`src/sv/psg_pkg.sv`:
```
// ----------------------------------------------------------------------------
// PSG shared definitions
// Types, constants and table lookups for the tone/noise sound generator.
// ----------------------------------------------------------------------------
package psg_pkg;

  localparam int CD_W  = 12;
  localparam int TP_W  = 10;
  localparam int EP_W  = 11;
  localparam int VOL_W = 16;
  localparam int ACC_W = 18;
  localparam int SHIFT = 10;
  localparam int CPS_W = 7;

  localparam int QUEUE_DEPTH = 2;

  localparam logic [1:0]       NOISE_CH    = 2'd3;
  localparam logic [14:0]      SR_SEED     = 15'h4000;
  localparam logic [EP_W-1:0]  ZERO_PERIOD = 11'h400;
  localparam logic [CPS_W-1:0] CPS_RESET   = 7'd20;
  localparam logic [EP_W-1:0]  NOISE_RATE0 = 11'h010;
  localparam logic [EP_W-1:0]  NOISE_RATE1 = 11'h020;
  localparam logic [EP_W-1:0]  NOISE_RATE2 = 11'h040;

  localparam logic [1:0] SIGN_POS  = 2'b01;
  localparam logic [1:0] SIGN_NEG  = 2'b11;
  localparam logic [1:0] SIGN_ZERO = 2'b00;

  typedef enum logic [2:0] {
    OP_ATT,
    OP_TONE_LO,
    OP_TONE_HI,
    OP_NOISE,
    OP_TICK
  } op_kind_t;

  typedef struct packed {
    op_kind_t   kind;
    logic [1:0] ch;
    logic [5:0] val;
  } op_t;

  typedef enum logic [2:0] {
    ST_IDLE,
    ST_SUB,
    ST_RELOAD,
    ST_MIX,
    ST_EMIT
  } back_state_t;

  function automatic logic [VOL_W-1:0] vol_level(input logic [3:0] att);
    logic [VOL_W-1:0] v;
    case (att)
      4'd0:    v = 16'd32767;
      4'd1:    v = 16'd26028;
      4'd2:    v = 16'd20675;
      4'd3:    v = 16'd16422;
      4'd4:    v = 16'd13045;
      4'd5:    v = 16'd10362;
      4'd6:    v = 16'd8231;
      4'd7:    v = 16'd6538;
      4'd8:    v = 16'd5193;
      4'd9:    v = 16'd4125;
      4'd10:   v = 16'd3277;
      4'd11:   v = 16'd2603;
      4'd12:   v = 16'd2067;
      4'd13:   v = 16'd1642;
      4'd14:   v = 16'd1304;
      default: v = 16'd0;
    endcase
    return v;
  endfunction

  function automatic logic [EP_W-1:0] eff_period(input logic [TP_W-1:0] p);
    return (p == '0) ? ZERO_PERIOD : {1'b0, p};
  endfunction

  function automatic logic [EP_W-1:0] noise_period(input logic [2:0] mode,
                                                   input logic [TP_W-1:0] tp2);
    logic [EP_W-1:0] r;
    case (mode[1:0])
      2'd0:    r = NOISE_RATE0;
      2'd1:    r = NOISE_RATE1;
      2'd2:    r = NOISE_RATE2;
      default: r = eff_period(tp2);
    endcase
    return r;
  endfunction

endpackage

```
`src/sv/psg_cmd_if.sv`:
```
// ----------------------------------------------------------------------------
// PSG command channel
// Valid/ready channel carrying a command byte write or a sample tick.
// ----------------------------------------------------------------------------
interface psg_cmd_if;
  logic       valid;
  logic       ready;
  logic       kind;
  logic [7:0] data_byte;

  modport source (output valid, output kind, output data_byte, input ready);
  modport sink   (input valid, input kind, input data_byte, output ready);
endinterface

```
`src/sv/psg_audio_if.sv`:
```
// ----------------------------------------------------------------------------
// PSG audio channel
// Valid/ready channel carrying one signed 8-bit mixed sample.
// ----------------------------------------------------------------------------
interface psg_audio_if;
  logic              valid;
  logic              ready;
  logic signed [7:0] sample;

  modport source (output valid, output sample, input ready);
  modport sink   (input valid, input sample, output ready);
endinterface

```
`src/sv/psg_tone_noise_generator.sv`:
```
// ----------------------------------------------------------------------------
// PSG tone/noise generator
// Three square-tone channels and one noise channel mixed to 8-bit audio.
// ----------------------------------------------------------------------------
// Usage:
//   cmd   : valid/ready sink. kind 0 writes data_byte as a command byte,
//           kind 1 is a sample tick. Writes produce no output.
//   audio : valid/ready source, one signed sample per tick.
//   cfg_wr_en/cfg_wr_data set clocks per sample; write only while idle.
// Flow:
//   Command transactions pass through a two-entry queue; a write is registered
//   in the queue and takes effect on the edge it leaves the queue. A tick
//   subtracts from and reloads each channel's countdown in turn (one reload
//   per cycle in the shared reload loop), then mixes and emits the sample.
// Reset: volumes silent, periods zero, noise register seeded, queue empty.
// Stall: the sample waits in the output register; the queue keeps taking
//   commands until full, then cmd.ready drops.
// ----------------------------------------------------------------------------
module psg_tone_noise_generator import psg_pkg::*; #(
  parameter int QDEPTH = QUEUE_DEPTH
) (
  input  logic             clk,
  input  logic             rst,
  input  logic             cfg_wr_en,
  input  logic [CPS_W-1:0] cfg_wr_data,
  psg_cmd_if.sink          cmd,
  psg_audio_if.source      audio
);

  logic [CPS_W-1:0] cps;
  logic             f_valid;
  logic             f_ready;
  op_t              f_op;
  logic             q_valid;
  logic             q_ready;
  op_t              q_op;

  always_ff @(posedge clk) begin
    if (rst) begin
      cps <= CPS_RESET;
    end else if (cfg_wr_en) begin
      cps <= cfg_wr_data;
    end
  end

  psg_front u_front (
    .clk      (clk),
    .rst      (rst),
    .cmd      (cmd),
    .op_valid (f_valid),
    .op_ready (f_ready),
    .op       (f_op)
  );

  psg_queue #(.DEPTH(QDEPTH)) u_queue (
    .clk        (clk),
    .rst        (rst),
    .push_valid (f_valid),
    .push_ready (f_ready),
    .push_data  (f_op),
    .pop_valid  (q_valid),
    .pop_ready  (q_ready),
    .pop_data   (q_op)
  );

  psg_back u_back (
    .clk      (clk),
    .rst      (rst),
    .cps      (cps),
    .op_valid (q_valid),
    .op_ready (q_ready),
    .op       (q_op),
    .audio    (audio)
  );

endmodule

```
`src/sv/psg_front.sv`:
```
// ----------------------------------------------------------------------------
// PSG front end
// Accepts command transactions, tracks the latched command and resolves each
// byte into a channel operation for the queue.
// ----------------------------------------------------------------------------
module psg_front import psg_pkg::*; (
  input  logic      clk,
  input  logic      rst,
  psg_cmd_if.sink   cmd,
  output logic      op_valid,
  input  logic      op_ready,
  output op_t       op
);

  logic [7:0] latched_command;
  logic [7:0] latch_eff;
  logic [7:0] c;
  logic       accept;

  assign c         = cmd.data_byte;
  assign cmd.ready = op_ready;
  assign op_valid  = cmd.valid;
  assign accept    = cmd.valid && op_ready;
  assign latch_eff = c[7] ? c : latched_command;

  always_comb begin
    op.ch  = latch_eff[6:5];
    op.val = '0;
    if (cmd.kind) begin
      op.kind = OP_TICK;
    end else if (latch_eff[4]) begin
      op.kind = OP_ATT;
      op.val  = {2'b00, c[3:0]};
    end else if (latch_eff[6:5] == NOISE_CH) begin
      op.kind = OP_NOISE;
      op.val  = {3'b000, c[2:0]};
    end else if (c[7]) begin
      op.kind = OP_TONE_LO;
      op.val  = {2'b00, c[3:0]};
    end else begin
      op.kind = OP_TONE_HI;
      op.val  = c[5:0];
    end
  end

  always_ff @(posedge clk) begin
    if (rst) begin
      latched_command <= '0;
    end else if (accept && !cmd.kind && c[7]) begin
      latched_command <= c;
    end
  end

endmodule

```
`src/sv/psg_queue.sv`:
```
// ----------------------------------------------------------------------------
// PSG operation queue
// Small FIFO between the front end and the execution back end.
// ----------------------------------------------------------------------------
module psg_queue import psg_pkg::*; #(
  parameter int DEPTH = QUEUE_DEPTH
) (
  input  logic clk,
  input  logic rst,
  input  logic push_valid,
  output logic push_ready,
  input  op_t  push_data,
  output logic pop_valid,
  input  logic pop_ready,
  output op_t  pop_data
);

  localparam int PTR_W = (DEPTH > 1) ? $clog2(DEPTH) : 1;
  localparam int CNT_W = $clog2(DEPTH + 1);

  op_t              entries [DEPTH];
  logic [PTR_W-1:0] wr_ptr;
  logic [PTR_W-1:0] rd_ptr;
  logic [CNT_W-1:0] count;
  logic             push;
  logic             pop;

  assign push_ready = (count != CNT_W'(DEPTH));
  assign pop_valid  = (count != '0);
  assign pop_data   = entries[rd_ptr];
  assign push       = push_valid && push_ready;
  assign pop        = pop_valid && pop_ready;

  function automatic logic [PTR_W-1:0] bump(input logic [PTR_W-1:0] p);
    return (p == PTR_W'(DEPTH - 1)) ? '0 : p + 1'b1;
  endfunction

  always_ff @(posedge clk) begin
    if (push) begin
      entries[wr_ptr] <= push_data;
    end
  end

  always_ff @(posedge clk) begin
    if (rst) begin
      wr_ptr <= '0;
      rd_ptr <= '0;
      count  <= '0;
    end else begin
      if (push) wr_ptr <= bump(wr_ptr);
      if (pop)  rd_ptr <= bump(rd_ptr);
      if (push && !pop) begin
        count <= count + 1'b1;
      end else if (pop && !push) begin
        count <= count - 1'b1;
      end
    end
  end

endmodule

```
`src/sv/psg_back.sv`:
```
// ----------------------------------------------------------------------------
// PSG back end
// Executes register writes and runs the per-tick sequencer: countdown,
// reload loop, noise shifting, mixing, and the output register.
// ----------------------------------------------------------------------------
module psg_back import psg_pkg::*; (
  input  logic             clk,
  input  logic             rst,
  input  logic [CPS_W-1:0] cps,
  input  logic             op_valid,
  output logic             op_ready,
  input  op_t              op,
  psg_audio_if.source      audio
);

  back_state_t state, state_next;

  logic signed [CD_W-1:0] countdown [4];
  logic [TP_W-1:0]        tone_period [3];
  logic [2:0]             noise_mode;
  logic [3:0]             attenuation [4];
  logic [1:0]             channel_sign [4];
  logic                   noise_half_phase;
  logic [14:0]            shift_register;
  logic [1:0]             chan;
  logic signed [ACC_W-1:0] acc;
  logic                   out_valid;
  logic signed [7:0]      out_sample;

  logic signed [CD_W-1:0]  cd_cur;
  logic signed [CD_W-1:0]  cd_sub;
  logic [TP_W-1:0]         tp_cur;
  logic [EP_W-1:0]         reload_amt;
  logic                    cd_expired;
  logic                    is_noise;
  logic                    slot_free;
  logic [VOL_W-1:0]        vol;
  logic signed [ACC_W-1:0] term;
  logic signed [ACC_W-1:0] acc_sum;
  logic                    mute;
  logic                    sr_fb;
  logic [1:0]              noise_sign;

  assign op_ready     = (state == ST_IDLE);
  assign audio.valid  = out_valid;
  assign audio.sample = out_sample;
  assign slot_free    = !out_valid || audio.ready;

  assign is_noise   = (chan == NOISE_CH);
  assign cd_cur     = countdown[chan];
  assign cd_sub     = cd_cur - $signed({{(CD_W-CPS_W){1'b0}}, cps});
  assign cd_expired = cd_cur[CD_W-1] || (cd_cur == '0);

  always_comb begin
    case (chan)
      2'd0:    tp_cur = tone_period[0];
      2'd1:    tp_cur = tone_period[1];
      2'd2:    tp_cur = tone_period[2];
      default: tp_cur = '0;
    endcase
  end

  assign reload_amt = is_noise ? noise_period(noise_mode, tone_period[2])
                               : eff_period(tp_cur);
  assign mute = (tp_cur != '0) && (tp_cur <= {{(TP_W-CPS_W){1'b0}}, cps});

  always_comb begin
    sr_fb      = shift_register[0];
    noise_sign = channel_sign[NOISE_CH];
    if (noise_mode[2]) begin
      sr_fb = shift_register[0] ^ shift_register[1];
      if (shift_register[0]) begin
        noise_sign = (channel_sign[NOISE_CH] == SIGN_ZERO) ? SIGN_POS
                                                           : -channel_sign[NOISE_CH];
      end
    end else begin
      noise_sign = shift_register[0] ? SIGN_POS : SIGN_ZERO;
    end
  end

  assign vol = vol_level(attenuation[chan]);
  always_comb begin
    case (channel_sign[chan])
      SIGN_POS: term = $signed({{(ACC_W-VOL_W){1'b0}}, vol});
      SIGN_NEG: term = -$signed({{(ACC_W-VOL_W){1'b0}}, vol});
      default:  term = '0;
    endcase
  end
  assign acc_sum = acc + term;

  always_comb begin
    state_next = state;
    case (state)
      ST_IDLE: begin
        if (op_valid && op.kind == OP_TICK) state_next = ST_SUB;
      end
      ST_SUB: begin
        state_next = ST_RELOAD;
      end
      ST_RELOAD: begin
        if (!cd_expired) state_next = is_noise ? ST_MIX : ST_SUB;
      end
      ST_MIX: begin
        if (is_noise) state_next = ST_EMIT;
      end
      ST_EMIT: begin
        if (slot_free) state_next = ST_IDLE;
      end
      default: state_next = ST_IDLE;
    endcase
  end

  always_ff @(posedge clk) begin
    if (rst) begin
      state <= ST_IDLE;
    end else begin
      state <= state_next;
    end
  end

  always_ff @(posedge clk) begin
    if (rst) begin
      out_valid <= 1'b0;
    end else if (state == ST_EMIT && slot_free) begin
      out_valid <= 1'b1;
    end else if (audio.ready) begin
      out_valid <= 1'b0;
    end
  end

  always_ff @(posedge clk) begin
    if (rst) begin
      for (int i = 0; i < 4; i++) begin
        attenuation[i]  <= 4'hf;
        channel_sign[i] <= SIGN_POS;
      end
      for (int i = 0; i < 3; i++) begin
        countdown[i]   <= '0;
        tone_period[i] <= '0;
      end
      countdown[NOISE_CH] <= CD_W'(1);
      noise_mode       <= '0;
      noise_half_phase <= 1'b1;
      shift_register   <= SR_SEED;
      chan             <= '0;
      acc              <= '0;
    end else begin
      case (state)
        ST_IDLE: begin
          chan <= '0;
          acc  <= '0;
          if (op_valid) begin
            case (op.kind)
              OP_ATT: attenuation[op.ch] <= op.val[3:0];
              OP_TONE_LO: begin
                if (op.ch != NOISE_CH) tone_period[op.ch][3:0] <= op.val[3:0];
              end
              OP_TONE_HI: begin
                if (op.ch != NOISE_CH) tone_period[op.ch][9:4] <= op.val;
              end
              OP_NOISE: begin
                noise_mode          <= op.val[2:0];
                shift_register      <= SR_SEED;
                countdown[NOISE_CH] <= $signed({1'b0,
                                         noise_period(op.val[2:0], tone_period[2])});
              end
              default: ;
            endcase
          end
        end
        ST_SUB: begin
          countdown[chan] <= cd_sub;
        end
        ST_RELOAD: begin
          if (cd_expired) begin
            countdown[chan] <= cd_cur + $signed({1'b0, reload_amt});
            if (is_noise) begin
              noise_half_phase <= !noise_half_phase;
              if (!noise_half_phase) begin
                shift_register         <= {sr_fb, shift_register[14:1]};
                channel_sign[NOISE_CH] <= noise_sign;
              end
            end else begin
              channel_sign[chan] <= -channel_sign[chan];
            end
          end else begin
            if (!is_noise) begin
              if (mute) begin
                channel_sign[chan] <= SIGN_ZERO;
              end else if (channel_sign[chan] == SIGN_ZERO) begin
                channel_sign[chan] <= SIGN_POS;
              end
            end
            chan <= chan + 1'b1;
          end
        end
        ST_MIX: begin
          acc  <= acc_sum;
          chan <= chan + 1'b1;
        end
        ST_EMIT: begin
          if (slot_free) begin
            out_sample <= acc[SHIFT +: 8];
          end
        end
        default: ;
      endcase
    end
  end

endmodule

```
`src/flat_wrapper.sv`:
```
// flat-port wrapper written by rule: the top's interface ports become plain ports
module psg_tone_noise_generator_flat import psg_pkg::*;
#(
  parameter int QDEPTH = QUEUE_DEPTH
)
  (clk, rst, cfg_wr_en, cfg_wr_data, cmd_valid, cmd_kind, cmd_data_byte, cmd_ready, audio_valid, audio_sample, audio_ready);
  psg_cmd_if cmd_i ();
  psg_audio_if audio_i ();
  input  logic clk;
  input  logic rst;
  input  logic cfg_wr_en;
  input  logic [CPS_W-1:0] cfg_wr_data;
  input wire logic [$bits(cmd_i.valid)-1:0] cmd_valid;
  input wire logic [$bits(cmd_i.kind)-1:0] cmd_kind;
  input wire logic [$bits(cmd_i.data_byte)-1:0] cmd_data_byte;
  output wire logic [$bits(cmd_i.ready)-1:0] cmd_ready;
  output wire logic [$bits(audio_i.valid)-1:0] audio_valid;
  output wire logic [$bits(audio_i.sample)-1:0] audio_sample;
  input wire logic [$bits(audio_i.ready)-1:0] audio_ready;
  assign cmd_i.valid = cmd_valid;
  assign cmd_i.kind = cmd_kind;
  assign cmd_i.data_byte = cmd_data_byte;
  assign cmd_ready = cmd_i.ready;
  assign audio_valid = audio_i.valid;
  assign audio_sample = audio_i.sample;
  assign audio_i.ready = audio_ready;
  psg_tone_noise_generator #(.QDEPTH(QDEPTH)) u_core (.clk(clk), .rst(rst), .cfg_wr_en(cfg_wr_en), .cfg_wr_data(cfg_wr_data), .cmd(cmd_i), .audio(audio_i));
endmodule
```
`config.mk`:
```
export PLATFORM = sky130hd
export DESIGN_NAME = psg_tone_noise_generator_flat
export DESIGN_NICKNAME = d
export VERILOG_FILES = /design/src/sv/psg_pkg.sv /design/src/sv/psg_cmd_if.sv /design/src/sv/psg_audio_if.sv /design/src/sv/psg_tone_noise_generator.sv /design/src/sv/psg_front.sv /design/src/sv/psg_queue.sv /design/src/sv/psg_back.sv /design/src/flat_wrapper.sv
export SDC_FILE = /design/constraint.sdc
export NUM_CORES = 1
export LEC_CHECK = 0
export BUFFER_PORTS_ARGS = -buffer_cell sky130_fd_sc_hd__buf_2
export CELL_PAD_IN_SITES_DETAIL_PLACEMENT = 1
export CELL_PAD_IN_SITES_GLOBAL_PLACEMENT = 1
export CORE_MARGIN = 2
export CORE_UTILIZATION = 50
export CTS_CLUSTER_DIAMETER = 30
export CTS_CLUSTER_SIZE = 10
export DETAILED_ROUTE_END_ITERATION = 10
export GPL_ROUTABILITY_DRIVEN = 0
export PLACE_DENSITY = 0.87
export RECOVER_POWER = 100
export REMOVE_ABC_BUFFERS = 1
export SYNTH_ARGS = -nofsm -noshare
export SYNTH_HDL_FRONTEND = slang
export SYNTH_SLANG_ARGS = --single-unit
```
`constraint.sdc`:
```
create_clock -name clk -period 5.7 [get_ports clk]
set_input_delay 0.855 -clock clk [delete_from_list [all_inputs] [get_ports clk]]
set_output_delay 0.855 -clock clk [all_outputs]
set_load 0.01 [all_outputs]
```
# Word-level counts from Yosys, hierarchy flattened
# Memories as Yosys holds them, arrays and structs flattened. A register that Yosys moved wholly into a read port is not among the register bits.
# Index checks and enable logic that the tools add are counted.
# classes
bitwise	7
n_addsub	11
n_reduce_logical	43
n_eq_ne	29
n_mux	127
order_cmp	1
# op_table
cell	n
11-bit two-way mux	7
15-bit two-way mux	5
18-bit case mux with 2 select lines	2
1-bit two-way mux	67
11-bit case mux with 3 select lines	2
2-bit two-way mux	25
12-bit two-way mux	3
10-bit case mux with 3 select lines	1
15-bit case mux with 2 select lines	1
6-bit two-way mux	4
2-bit inequality test, second input constant	11
10-bit logical NOT	2
18-bit adder	1
16-bit negator with 18-bit output	1
3-bit two-way mux	5
3-bit case mux with 5 select lines	1
12-bit adder	1
2-bit == test, second input constant	6
3-bit by 2-bit == test with 1-bit output, second input constant	4
12-bit logical NOT	1
12-bit OR reduction	1
12-bit by 8-bit subtractor with 12-bit output	1
10-bit by 7-bit less-or-equal comparator with 1-bit output	1
2-bit logical NOT	5
other kinds (28)	60
# totals
register_bits	69
wordCells	237
mem_bits_rw	124
rom_bits	240
output_inout_bits	10
n_memories	6
# memory_table
name	words	width	read_ports	rd_ports_with_merged_regs	wr	line	rtl
(name not given)	16	15	1	0	0	psg_pkg.sv:53	case (att)
u_core.u_back.countdown	4	12	1	1	4	psg_back.sv:18	logic signed [CD_W-1:0] countdown [4];
u_core.u_back.tone_period	3	10	3	0	3	psg_back.sv:19	logic [TP_W-1:0] tone_period [3];
u_core.u_queue.entries	2	11	1	1	1	psg_queue.sv:21	op_t entries [DEPTH];
u_core.u_back.attenuation	4	4	1	1	4	psg_back.sv:21	logic [3:0] attenuation [4];
u_core.u_back.channel_sign	4	2	2	1	4	psg_back.sv:22	logic [1:0] channel_sign [4];

# Depth between registers and ports, before layout
# Gate-level depths: netlist of run 1.
# depth
word_depth	14
ltp_mapped	21
ltp_nobuf	20

# Cells and area by module
# From an unflattened synthesis of run 1, not the netlist that was laid out.
# unflattened
cells_unflattened	1048
hier_area_um2	10839.1
# modules_own_cells
module	cells_each	area_each_um2	seq_area_each_um2	instances
psg_back	936	9273.9	4204.0	1
psg_queue	58	1012.2	760.7	1
psg_front	32	297.8	60.1	1
psg_tone_noise_generator	22	255.2	140.1	1

# Worst setup path before layout of run 1
# OpenSTA, ideal clock, no wires.
# synth_path
path_type	reg-to-reg
start	reg with a tool-made name
end	mem u_core.u_back.countdown[0][11], data pin
required_ns	5.436
arrival_time_ns	4.571
synth_period_minus_slack_ns	4.835
path_buffers	4
path_stages_with_launch	20
path_slack_ns	0.865
setup_ns	0.264
path_cell_list	dfxtp_1 buf_6 buf_2 mux4_2 nor4_1 a31o_2 buf_2 and3_1 clkbuf_1 nor2_1 a21oi_1 ha_1 a21o_1 a21oi_1 o21ai_0 a2111oi_0 o311ai_0 o31ai_1 xnor2_1 nor2_1
# synth_lines
item	line
end, declared	psg_back.sv:18

==> results_dict.tcl, run 1 <==
set metrics [dict create \
    finalPower_w 0.00346 \
    fill_cells 2327 \
    final_cell_mix "nor2_1, edfxtp_1, nand2_1, a21oi_1, dfxtp_1" \
    endpoint_kind "register" \
    final_cells 1347 \
    clkTransAtPathRegs_ps 80 \
    rsz0062_at_grt "no" \
    dr_total_vias 8288 \
    cts-root-buf "clkbuf_16" \
    worstPathArrival_ps 5530 \
    track_usage 0.268 \
    die-area_um2 22300 \
    antenna_found_initial 0 \
    post-route-drc-count 0 \
    ir_worst_vdd_v 0.000236 \
    slowest_stage "mux4_2" \
    nets 1135 \
    grt_pass1_vias 8732 \
    crit_cells 16 \
    h-tree-depth 4 \
    grt_first_pass_wirelength_um 46300 \
    ys_warn_count 0 \
    crit_family "compound AO/OA/AOI/OAI gates" \
    max_stage_delay_ps 590 \
    portBuffers 30 \
    drt-vias-per-instance 6.15 \
    syn_area_um2 10500 \
    rrSetupSlack_ps 340 \
    area_growth_pct 9.11 \
    final_max_slew_viol_count 43 \
    row_count 53 \
    cap_violations 1 \
    synth_cell_type_count 72 \
    start_util 0.505 \
    dp_cells 1316 \
    wire_per_inst_um 21.3 \
    antenna_cells 0 \
    clock_latency_ps 440 \
    finalCriticalPeriod_ps 5360 \
    die_h_um 149 \
    fmax_ghz 0.186 \
    hold_slack_ps 476 \
    first_pass_iters 5 \
    ant_nets 0 \
    place_area_um2 11000 \
    critPathRequiredTime_ps 5870 \
    ys_async_sr_fraction 0 \
    wirelength_um 28700 \
    cp-start-kind "register" \
    cts_buffers 17 \
    overflow 0 \
    clk_path_buf_depth 2 \
    leakagePower_nw 4.45 \
    ios 31 \
    path_class "reg -> reg" \
    slew_headroom -0.347 \
    syn_inst 1041 \
    cp-endpoint "u_core.u_back.countdown[1][11]$_SDFFCE_PN0P_" \
    die_w_um 149 \
    final_area_um2 11500 \
    coreArea_um2 20900 \
    rr_worst_depth 16 \
    run_status "complete, but fails checks" \
    r2r_end "u_core.u_back.countdown[1][11]$_SDFFCE_PN0P_" \
    power_per_cell_area_nw_per_um2 301 \
    ctsHoldBuffers 0 \
    finalHoldViolations 0 \
    synth_edf_count 132 \
    holdCritPathClass "reg -> reg" \
    ys_dominant_reg_cell "edfxtp_1" \
    crit_path_max_fanout 19 \
    post-dp-hpwl_um 20600 \
    worstPathBufferInverterCount 2 \
    fin_skew_ps 13.2 \
    drt_iter0_drc 657 \
    layout_commonest_cell "nor2_1" \
    worst_pin_slew_ps 2020 \
    cts_tree "yes" \
    cts.sinks 192 \
    violations "max-capacitance violations, max-slew violations" \
    drive_above_1_share 0.0840 \
    synth_seq_area_share 0.490 \
    min_period_over_period 0.941 \
    finalSetupViolCount 0 \
    syn_avg_cell_area_um2 10.1 \
    grt_start_max_net_pins 43 \
    crit_chain "buf_6 -> mux4_2 -> nor4_1 -> a31o_2 -> and3_1 -> buf_4 -> nor2_1 -> a21oi_1 -> ha_1 -> a21oi_1 -> o21ai_0 -> a2111oi_1 -> o311ai_0 -> o31ai_1 -> xnor2_1 -> nor2_1" \
    fin_setup_tns_ps 0 \
    ys_ff_latch 192 \
]
==> cells in the mapped netlist, drive strengths merged (14+ instances only) <==
cell | number | share of area
mux4 | 20 | 0.043
a21oi | 67 | 0.032
nand3 | 14 | 0.0066
clkbuf | 27 | 0.0097
nor3 | 22 | 0.010
mux2i | 27 | 0.026
dfxtp | 60 | 0.11
xnor2 | 19 | 0.016
inv | 59 | 0.021
ha | 52 | 0.062
buf | 17 | 0.0088
o21ai | 38 | 0.018
nand2 | 98 | 0.035
nor2 | 165 | 0.059
xor2 | 14 | 0.012
a22oi | 32 | 0.023
edfxtp | 132 | 0.38
==> flip-flops by register name, summed over array words and instances (netlist names), named ones only <==
register and cells:
u_core.cps 7, u_core.u_back.acc 18, u_core.u_back.attenuation 16, u_core.u_back.audio.sample 8
u_core.u_back.audio.valid 1, u_core.u_back.chan 2, u_core.u_back.channel_sign 8, u_core.u_back.countdown 48
u_core.u_back.noise_half_phase 1, u_core.u_back.noise_mode 3, u_core.u_back.shift_register 15, u_core.u_back.state 3
u_core.u_back.tone_period 30, u_core.u_front.latched_command 3, u_core.u_queue.count 2, u_core.u_queue.entries 22
u_core.u_queue.rd_ptr 1, u_core.u_queue.wr_ptr 1
==> metrics by stage <==
stage,util,setup slack [ps]
2_1_floorplan,-,420
3_3_place_gp,0.524,534
3_5_place_dp,0.524,283
4_1_cts,0.552,213
5_1_grt,0.551,4.04
6_report,0.551,338
==> area by class of cell <==
cell class	count	area (um2)	share of cell area
inverter	60	225	0.0196
tap	275	344	0.0299
multi-input combinational	745	4980	0.433
sequential	192	5160	0.449
clock buffer	18	429	0.0373
clock inverter	13	139	0.0121
timing repair buffer	44	228	0.0198
==> layer usage <==
layer	share of wire	global-route usage
met1	0.42	0.340
met2	0.50	0.461
met3	0.056	0.0489
met4	0.024	0.0962
met5	0	0
==> repair_timing <==
| item | in CTS | in global routing |
|---|---|---|
| setup buffers | 0 | 0 |
| resized for setup | 0 | 5 |
| endpoints found under the setup margin | 0 | 19 |
==> cell families (layout without fill, tap and decap cells) <==
| family | Yosys count | after routing | share of synthesized area |
|---|---|---|---|
| XOR/XNOR | 33 | 33 | 0.0274 |
| buffers and inverters | 104 | 135 | 0.0399 |
| AND/OR/NAND/NOR | 380 | 380 | 0.163 |
| multiplexers | 48 | 48 | 0.0697 |
| AO/OA/AOI/OAI | 230 | 230 | 0.145 |
| adder cells (fa/ha/maj) | 54 | 54 | 0.0655 |
| flip-flops | 192 | 192 | 0.490 |
==> how the worst min path moves through the flow <==
stage	start	endpoint	depth (start not counted)
floorplan	u_core.u_back.acc[16]$_SDFFE_PP0P_	u_core.u_back.audio.sample[6]$_DFFE_PP_	0
global placement	u_core.u_back.shift_register[14]$_SDFFE_PP1P_	u_core.u_back.shift_register[14]$_SDFFE_PP1P_	1
detailed placement	u_core.u_back.shift_register[14]$_SDFFE_PP1P_	u_core.u_back.shift_register[14]$_SDFFE_PP1P_	1
CTS	u_core.u_back.shift_register[14]$_SDFFE_PP1P_	u_core.u_back.shift_register[14]$_SDFFE_PP1P_	1
global route	u_core.u_back.acc[10]$_SDFFE_PP0P_	u_core.u_back.audio.sample[0]$_DFFE_PP_	0
finish	u_core.u_back.shift_register[14]$_SDFFE_PP1P_	u_core.u_back.shift_register[14]$_SDFFE_PP1P_	1
==> where the power goes <==
part / leakage (nW) / switching, W / internal, W
sequential: 1.75 / 0.0000728 / 0.00159
combinational: 2.43 / 0.000410 / 0.000211
clock: 0.273 / 0.000599 / 0.000584
total: 4.45 / 0.00108 / 0.00238
No activity file was read; power rests on OpenSTA's default activity.
==> run 2: changes to the inputs <==
--- a/config.mk
+++ b/config.mk
@@ -19,4 +19,5 @@
 export REMOVE_ABC_BUFFERS = 1
 export SYNTH_ARGS = -nofsm -noshare
 export SYNTH_HDL_FRONTEND = slang
+export SYNTH_HIERARCHICAL = 1
 export SYNTH_SLANG_ARGS = --single-unit
==> results_dict.tcl, run 2 <==
set metrics [dict create \
    area_growth_pct 9.22 \
    final_cell_mix "edfxtp_1, nor2_1, nand2_1, a21oi_1, dfxtp_1" \
    final_util 0.560 \
    power_per_cell_area_nw_per_um2 304 \
    synthXorXnorAreaFrac 0.0250 \
    track_usage 0.280 \
    rr_worst_depth 18 \
    drt-vias-per-instance 6.19 \
    clk_path_buf_depth 2 \
    overflow 0 \
    regArea_um2 5170 \
    first_pass_iters 6 \
    worst_pin_slew_ps 1060 \
    ir_worst_vdd_v 0.000197 \
    ant_nets 0 \
    synthMuxAreaShare 0.0788 \
    ys_warn_count 6 \
    r2r_end "u_core/u_back/acc[17]$_SDFFE_PP0P_" \
    h-tree-depth 4 \
    path_class "reg -> reg" \
    post-route-drc-count 0 \
    finalCriticalPeriod_ps 5430 \
    hold_slack_ps 458 \
    cts_tree "yes" \
    clkTransAtPathRegs_ps 80 \
    holdCritPathClass "reg -> reg" \
    antenna_cells 0 \
    clock_latency_ps 450 \
    top_register "u_core/u_back/countdown" \
    syn_area_um2 10800 \
    post-dp-hpwl_um 21600 \
    fill_cells 2307 \
    ctsHoldBuffers 0 \
    cts.sinks 192 \
    drive_above_1_share 0.117 \
    whs_endpoint "u_core/u_back/shift_register[7]$_SDFFE_PP0P_" \
    yosys.area_share.adder 0.0649 \
    nets 1144 \
    run_status "complete, no violations" \
    syn_avg_cell_area_um2 10.3 \
    layout_commonest_cell "edfxtp_1" \
    cts-root-buf "clkbuf_16" \
    wirelength_um 30800 \
    ys_ff_latch 192 \
    place_area_um2 11200 \
    grt_first_pass_wirelength_um 48500 \
    row_count 53 \
    rrSetupSlack_ps 270 \
    worstPathArrival_ps 5820 \
    finalHoldViolations 0 \
    largest_reg_flops 48 \
    slew_headroom 0.288 \
    die-area_um2 22900 \
    yosys.area.top_type "edfxtp_1" \
    ys_dominant_reg_cell "edfxtp_1" \
    ios 31 \
    cts_buffers 17 \
    coreArea_um2 21200 \
    ys_top_cells_by_area "edfxtp_1, dfxtp_1, ha_1" \
    fmax_ghz 0.184 \
    cap_violations 0 \
    synth_seq_area_share 0.477 \
    ys_async_sr_fraction 0 \
    yosysMostFrequentCell "edfxtp_1" \
    holdPathStages 2 \
    min-delay-start "u_core/u_back/shift_register[7]$_SDFFE_PP0P_" \
    synth_compound_gate_area_share 0.137 \
    fin_skew_ps 14.6 \
    drt_iter0_drc 674 \
    grt_pass1_vias 8831 \
    die_w_um 151 \
    die_h_um 151 \
    wire_per_inst_um 22.7 \
    yosys.area_share.simple 0.175 \
    grt_start_max_net_pins 72 \
    final_max_slew_viol_count 0 \
    dr_total_vias 8395 \
    syn_inst 1048 \
    crit_path_max_fanout 6 \
    fin_ws_ps 275 \
    portBuffers 30 \
    multi_input_area_um2 5240 \
    reg.largest.list "u_core/u_back/countdown: 48 flops, u_core/u_back/tone_period: 30 flops, u_core/u_queue/entries: 22 flops" \
    min_period_over_period 0.952 \
    synth_top_family_by_area "simple AND/OR/NAND/NOR gates" \
    antenna_found_initial 0 \
    synthTopCellsByCount "edfxtp_1, nor2_1, nand2_1" \
    critPathRequiredTime_ps 6090 \
    synth_cell_type_count 78 \
    cp-start-kind "register" \
    synth_edf_count 132 \
    final_area_um2 11800 \
    endpoint_kind "register" \
    yosysTopAreaCellShare 0.366 \
    leakagePower_nw 4.58 \
    finalSetupViolCount 0 \
    pre_cts_ws_ps 112 \
    start_util 0.512 \
]
[run 2: cell types whose count changed in the layout (fill, tap and decap cells not counted), moves of 8 or more]
cell / delta
a22oi_1: -13
nor3_1: -8
inv_1: -9
mux2_2: +11
buf_4: +12
nand2_1: -11
nand3_1: +16
nor2_1: -44
and2_1: +15
and2_0: +11
[run 2: logic make-up after synthesis]
family | count (synthesis)
adders and majority gates | 55
DFF | 192
and+or+nand+nor | 386
muxes | 61
xor gates and xnor gates | 31
buffers and inverters | 104
AOI/OAI and AO/OA | 219
[run 2: metrics by stage]
step	cells	TNS, ps	power (W)
2_1_floorplan	995	-830	0.00214
3_3_place_gp	1319	0	0.00235
3_5_place_dp	1319	0	0.00240
4_1_cts	1351	0	0.00362
5_1_grt	1356	-24.8	0.00376
6_report	1356	0	0.00360
[run 2: layout make-up]
cell class                      count  share of cell area
Sequential cell                   192               0.436
Clock buffer                       17              0.0359
Multi-Input combinational cell    752               0.443
Clock inverter                     15              0.0134
Timing Repair Buffer               54              0.0262
Tap cell                          275              0.0291
Inverter                           51              0.0165
[run 2: worst max-delay path, cell delays in order, from the launching register on]
cell	delay (ps)
dfxtp_2	430
mux4_2	620
ha_1	280
or2_2	340
mux4_2	570
nor2_1	120
nand2_1	120
o21ai_0	230
nand2_1	90
o21ai_0	200
ha_1	380
and4_1	240
and2_1	170
a2111o_1	390
a41oi_1	290
o21ai_0	160
xnor2_1	190
a2111oi_2	400
a41o_1	140
[run 2: timing repair]
item,4_1_cts,5_1_grt
resized for setup,0,5
endpoints found under the hold margin,0,0
setup endpoints to repair,0,17
setup buffers,0,5
[run 2: metal layers]
metal / vias to the layer above / part of all wire / GRT usage
met5: - / 0 / 0
met4: 0 / 0.030 / 0.110
met3: 68 / 0.054 / 0.0536
met2: 284 / 0.50 / 0.488
met1: 4170 / 0.41 / 0.341
li1: 3873 / - / -
[run 2: worst max path at each step]
stage                                                               to  slack (ps)  cells after the start
final                               u_core/u_back/acc[17]$_SDFFE_PP0P_         270                     18
after global routing                u_core/u_back/acc[17]$_SDFFE_PP0P_         -10                     18
after detailed placement  u_core/u_back/countdown[2][10]$_SDFFCE_PN0P_         110                     19
after floorplan           u_core/u_back/countdown[0][11]$_SDFFCE_PN0P_        -100                     14
after global placement              u_core/u_back/acc[17]$_SDFFE_PP0P_         540                     18
after CTS                  u_core/u_back/countdown[1][8]$_SDFFCE_PN0P_         100                     19
[run 2: report_power, final]
group	internal [W]	total (W)	switching (W)	leakage, nW
Sequential	0.00158	0.00165	0.0000668	1.75
Clock	0.000589	0.00121	0.000617	0.284
Combinational	0.000256	0.000743	0.000486	2.54
Total	0.00243	0.00360	0.00117	4.58
==> run 3: changes to the inputs <==
--- a/config.mk
+++ b/config.mk
@@ -16,7 +16,6 @@
 export GPL_ROUTABILITY_DRIVEN = 0
 export PLACE_DENSITY = 0.87
 export RECOVER_POWER = 100
-export REMOVE_ABC_BUFFERS = 1
 export SYNTH_ARGS = -nofsm -noshare
 export SYNTH_HDL_FRONTEND = slang
 export SYNTH_HIERARCHICAL = 1
==> results_dict.tcl, run 3 (synthesis results as in run 2) <==
set metrics [dict create \
    coreArea_um2 21200 \
    final_cell_mix "edfxtp_1, nor2_1, nand2_1, a21oi_1, dfxtp_1" \
    cap_violations 0 \
    fill_cells 2273 \
    dp_cells 1321 \
    cts_tree "yes" \
    grt_first_pass_wirelength_um 48700 \
    drt_iter0_drc 639 \
    ir_worst_vdd_v 0.000207 \
    area_growth_pct 9.37 \
    slew_headroom 0.183 \
    cts.sinks 192 \
    finalPower_w 0.00365 \
    ios 31 \
    reg.largest.list "u_core/u_back/countdown: 48 flops, u_core/u_back/tone_period: 30 flops, u_core/u_queue/entries: 22 flops" \
    cp-endpoint "u_core/u_back/acc[17]$_SDFFE_PP0P_" \
    row_count 53 \
    fin_skew_ps 14.3 \
    slowest_stage "mux4_2" \
    start_util 0.512 \
    post-route-drc-count 0 \
    clk_path_buf_depth 2 \
    crit_path_max_fanout 9 \
    final_max_slew_viol_count 0 \
    clkTransAtPathRegs_ps 80 \
    holdCritPathClass "reg -> reg" \
    finalSetupViolCount 0 \
    die-area_um2 22900 \
    ctsHoldBuffers 0 \
    multi_input_area_um2 5250 \
    final_cells 1354 \
    crit_cells 20 \
    cts-root-buf "clkbuf_16" \
    cts_buffers 17 \
    die_h_um 151 \
    portBuffers 30 \
    worstPathArrival_ps 5820 \
    run_status "complete, no violations" \
    crit_family "compound AO/OA/AOI/OAI gates" \
    crit_chain "mux4_2 -> clkinvlp_4 -> ha_1 -> or2_2 -> o221ai_2 -> ha_1 -> and3_1 -> nand2_1 -> o21ai_0 -> nand2_1 -> o21ai_0 -> ha_1 -> and4_1 -> nor2b_1 -> a2111o_1 -> a41oi_1 -> o21ai_0 -> xnor2_1 -> a2111oi_2 -> a41o_1" \
    synth_fp_nets 1124 \
    track_usage 0.277 \
    clock_latency_ps 440 \
    layout_commonest_cell "edfxtp_1" \
    wirelength_um 30800 \
    r2r_end "u_core/u_back/acc[17]$_SDFFE_PP0P_" \
    rr_worst_depth 20 \
    path_class "reg -> reg" \
    h-tree-depth 4 \
    largest_reg_flops 48 \
    first_pass_iters 6 \
    drive_above_1_share 0.116 \
    endpoint_kind "register" \
    leakagePower_nw 4.57 \
    overflow 0 \
    worst_pin_slew_ps 1230 \
    ant_nets 0 \
    worstPathBufferInverterCount 1 \
    antenna_found_initial 0 \
    critPathRequiredTime_ps 6080 \
    grt_start_max_net_pins 58 \
    rrSetupSlack_ps 260 \
    die_w_um 151 \
    cp-start-kind "register" \
    dr_total_vias 8520 \
    fmax_ghz 0.184 \
    regArea_um2 5170 \
    nets 1142 \
    finalHoldViolations 0 \
    wire_per_inst_um 22.7 \
    min_period_over_period 0.954 \
    antenna_cells 0 \
    max_stage_delay_ps 480 \
    top_register "u_core/u_back/countdown" \
    grt_pass1_vias 8978 \
    power_per_cell_area_nw_per_um2 308 \
    drt-vias-per-instance 6.29 \
    post-dp-hpwl_um 21100 \
    finalCriticalPeriod_ps 5440 \
]
## run 3: cell count changes in the layout (fill, tap and decap cells not counted), moves of 2 or more
cell,change
mux2_2,+2
clkbuf_16,+3
clkbuf_1,+6
inv_8,-2
inv_6,-2
inv_4,+2
buf_4,-4
clkinv_8,-3
and2_1,+5
and2_0,-5
mux2_1,-2
## run 3: worst min path at each step
stage,startpoint,to,slack [ps],depth (start not counted)
final,u_core/u_back/shift_register[10]$_SDFFE_PP0P_,u_core/u_back/shift_register[10]$_SDFFE_PP0P_,450,2
after global routing,u_core/u_back/shift_register[3]$_SDFFE_PP0P_,u_core/u_back/shift_register[3]$_SDFFE_PP0P_,490,2
after CTS,u_core/u_back/shift_register[10]$_SDFFE_PP0P_,u_core/u_back/shift_register[10]$_SDFFE_PP0P_,460,2
after detailed placement,u_core/u_back/shift_register[10]$_SDFFE_PP0P_,u_core/u_back/shift_register[10]$_SDFFE_PP0P_,450,2
after global placement,u_core/u_back/shift_register[6]$_SDFFE_PP0P_,u_core/u_back/shift_register[6]$_SDFFE_PP0P_,440,2
after floorplan,u_core/u_back/acc[17]$_SDFFE_PP0P_,u_core/u_back/audio.sample[7]$_DFFE_PP_,410,0
## run 3: through the flow
step | setup WS [ps] | hold slack [ps] | cell area, um2 | TNS, ps | util
floorplan | 804 | 408 | 10800 | 0 | -
global placement | 409 | 440 | 11200 | 0 | 0.531
detailed placement | 101 | 446 | 11200 | 0 | 0.531
CTS | 3.47 | 457 | 11800 | 0 | 0.560
global route | -1.00 | 486 | 11900 | -1.00 | 0.560
finish | 260 | 453 | 11900 | 0 | 0.560
## run 3: layer usage
metal,share of wire,GRT usage,vias to the layer above
met5,0,0,-
met4,0.030,0.115,0
met3,0.052,0.0476,78
met2,0.50,0.473,310
met1,0.42,0.348,4259
li1,-,-,3873
## run 3: what timing repair did
item | CTS | global route
gates resized for setup | 1 | 8
setup endpoints to repair | 4 | 25
buffers inserted | 0 | 1
## run 3: layout make-up
cell class,instances,share of cell area
Tap cell,275,0.0290
Sequential cell,192,0.436
Timing Repair Buffer,52,0.0242
Multi-Input combinational cell,752,0.443
Inverter,51,0.0165
Clock inverter,8,0.00718
Clock buffer,24,0.0443
## run 3: worst register-to-register path, delay by kind of cell (launching register included)
family	cells	cell delay, ps
xor gates and xnor gates	1	180
buffers and inverters	1	240
DFF	1	370
adders and majority gates	3	920
muxes	1	480
AOI/OAI and AO/OA	8	2000
and+or+nand+nor	6	1190
## run 3: where the power goes
| part | internal [W] | total, W | switching (W) |
|---|---|---|---|
| Clock | 0.000702 | 0.00125 | 0.000544 |
| Combinational | 0.000257 | 0.000751 | 0.000494 |
| Sequential | 0.00159 | 0.00165 | 0.0000647 |
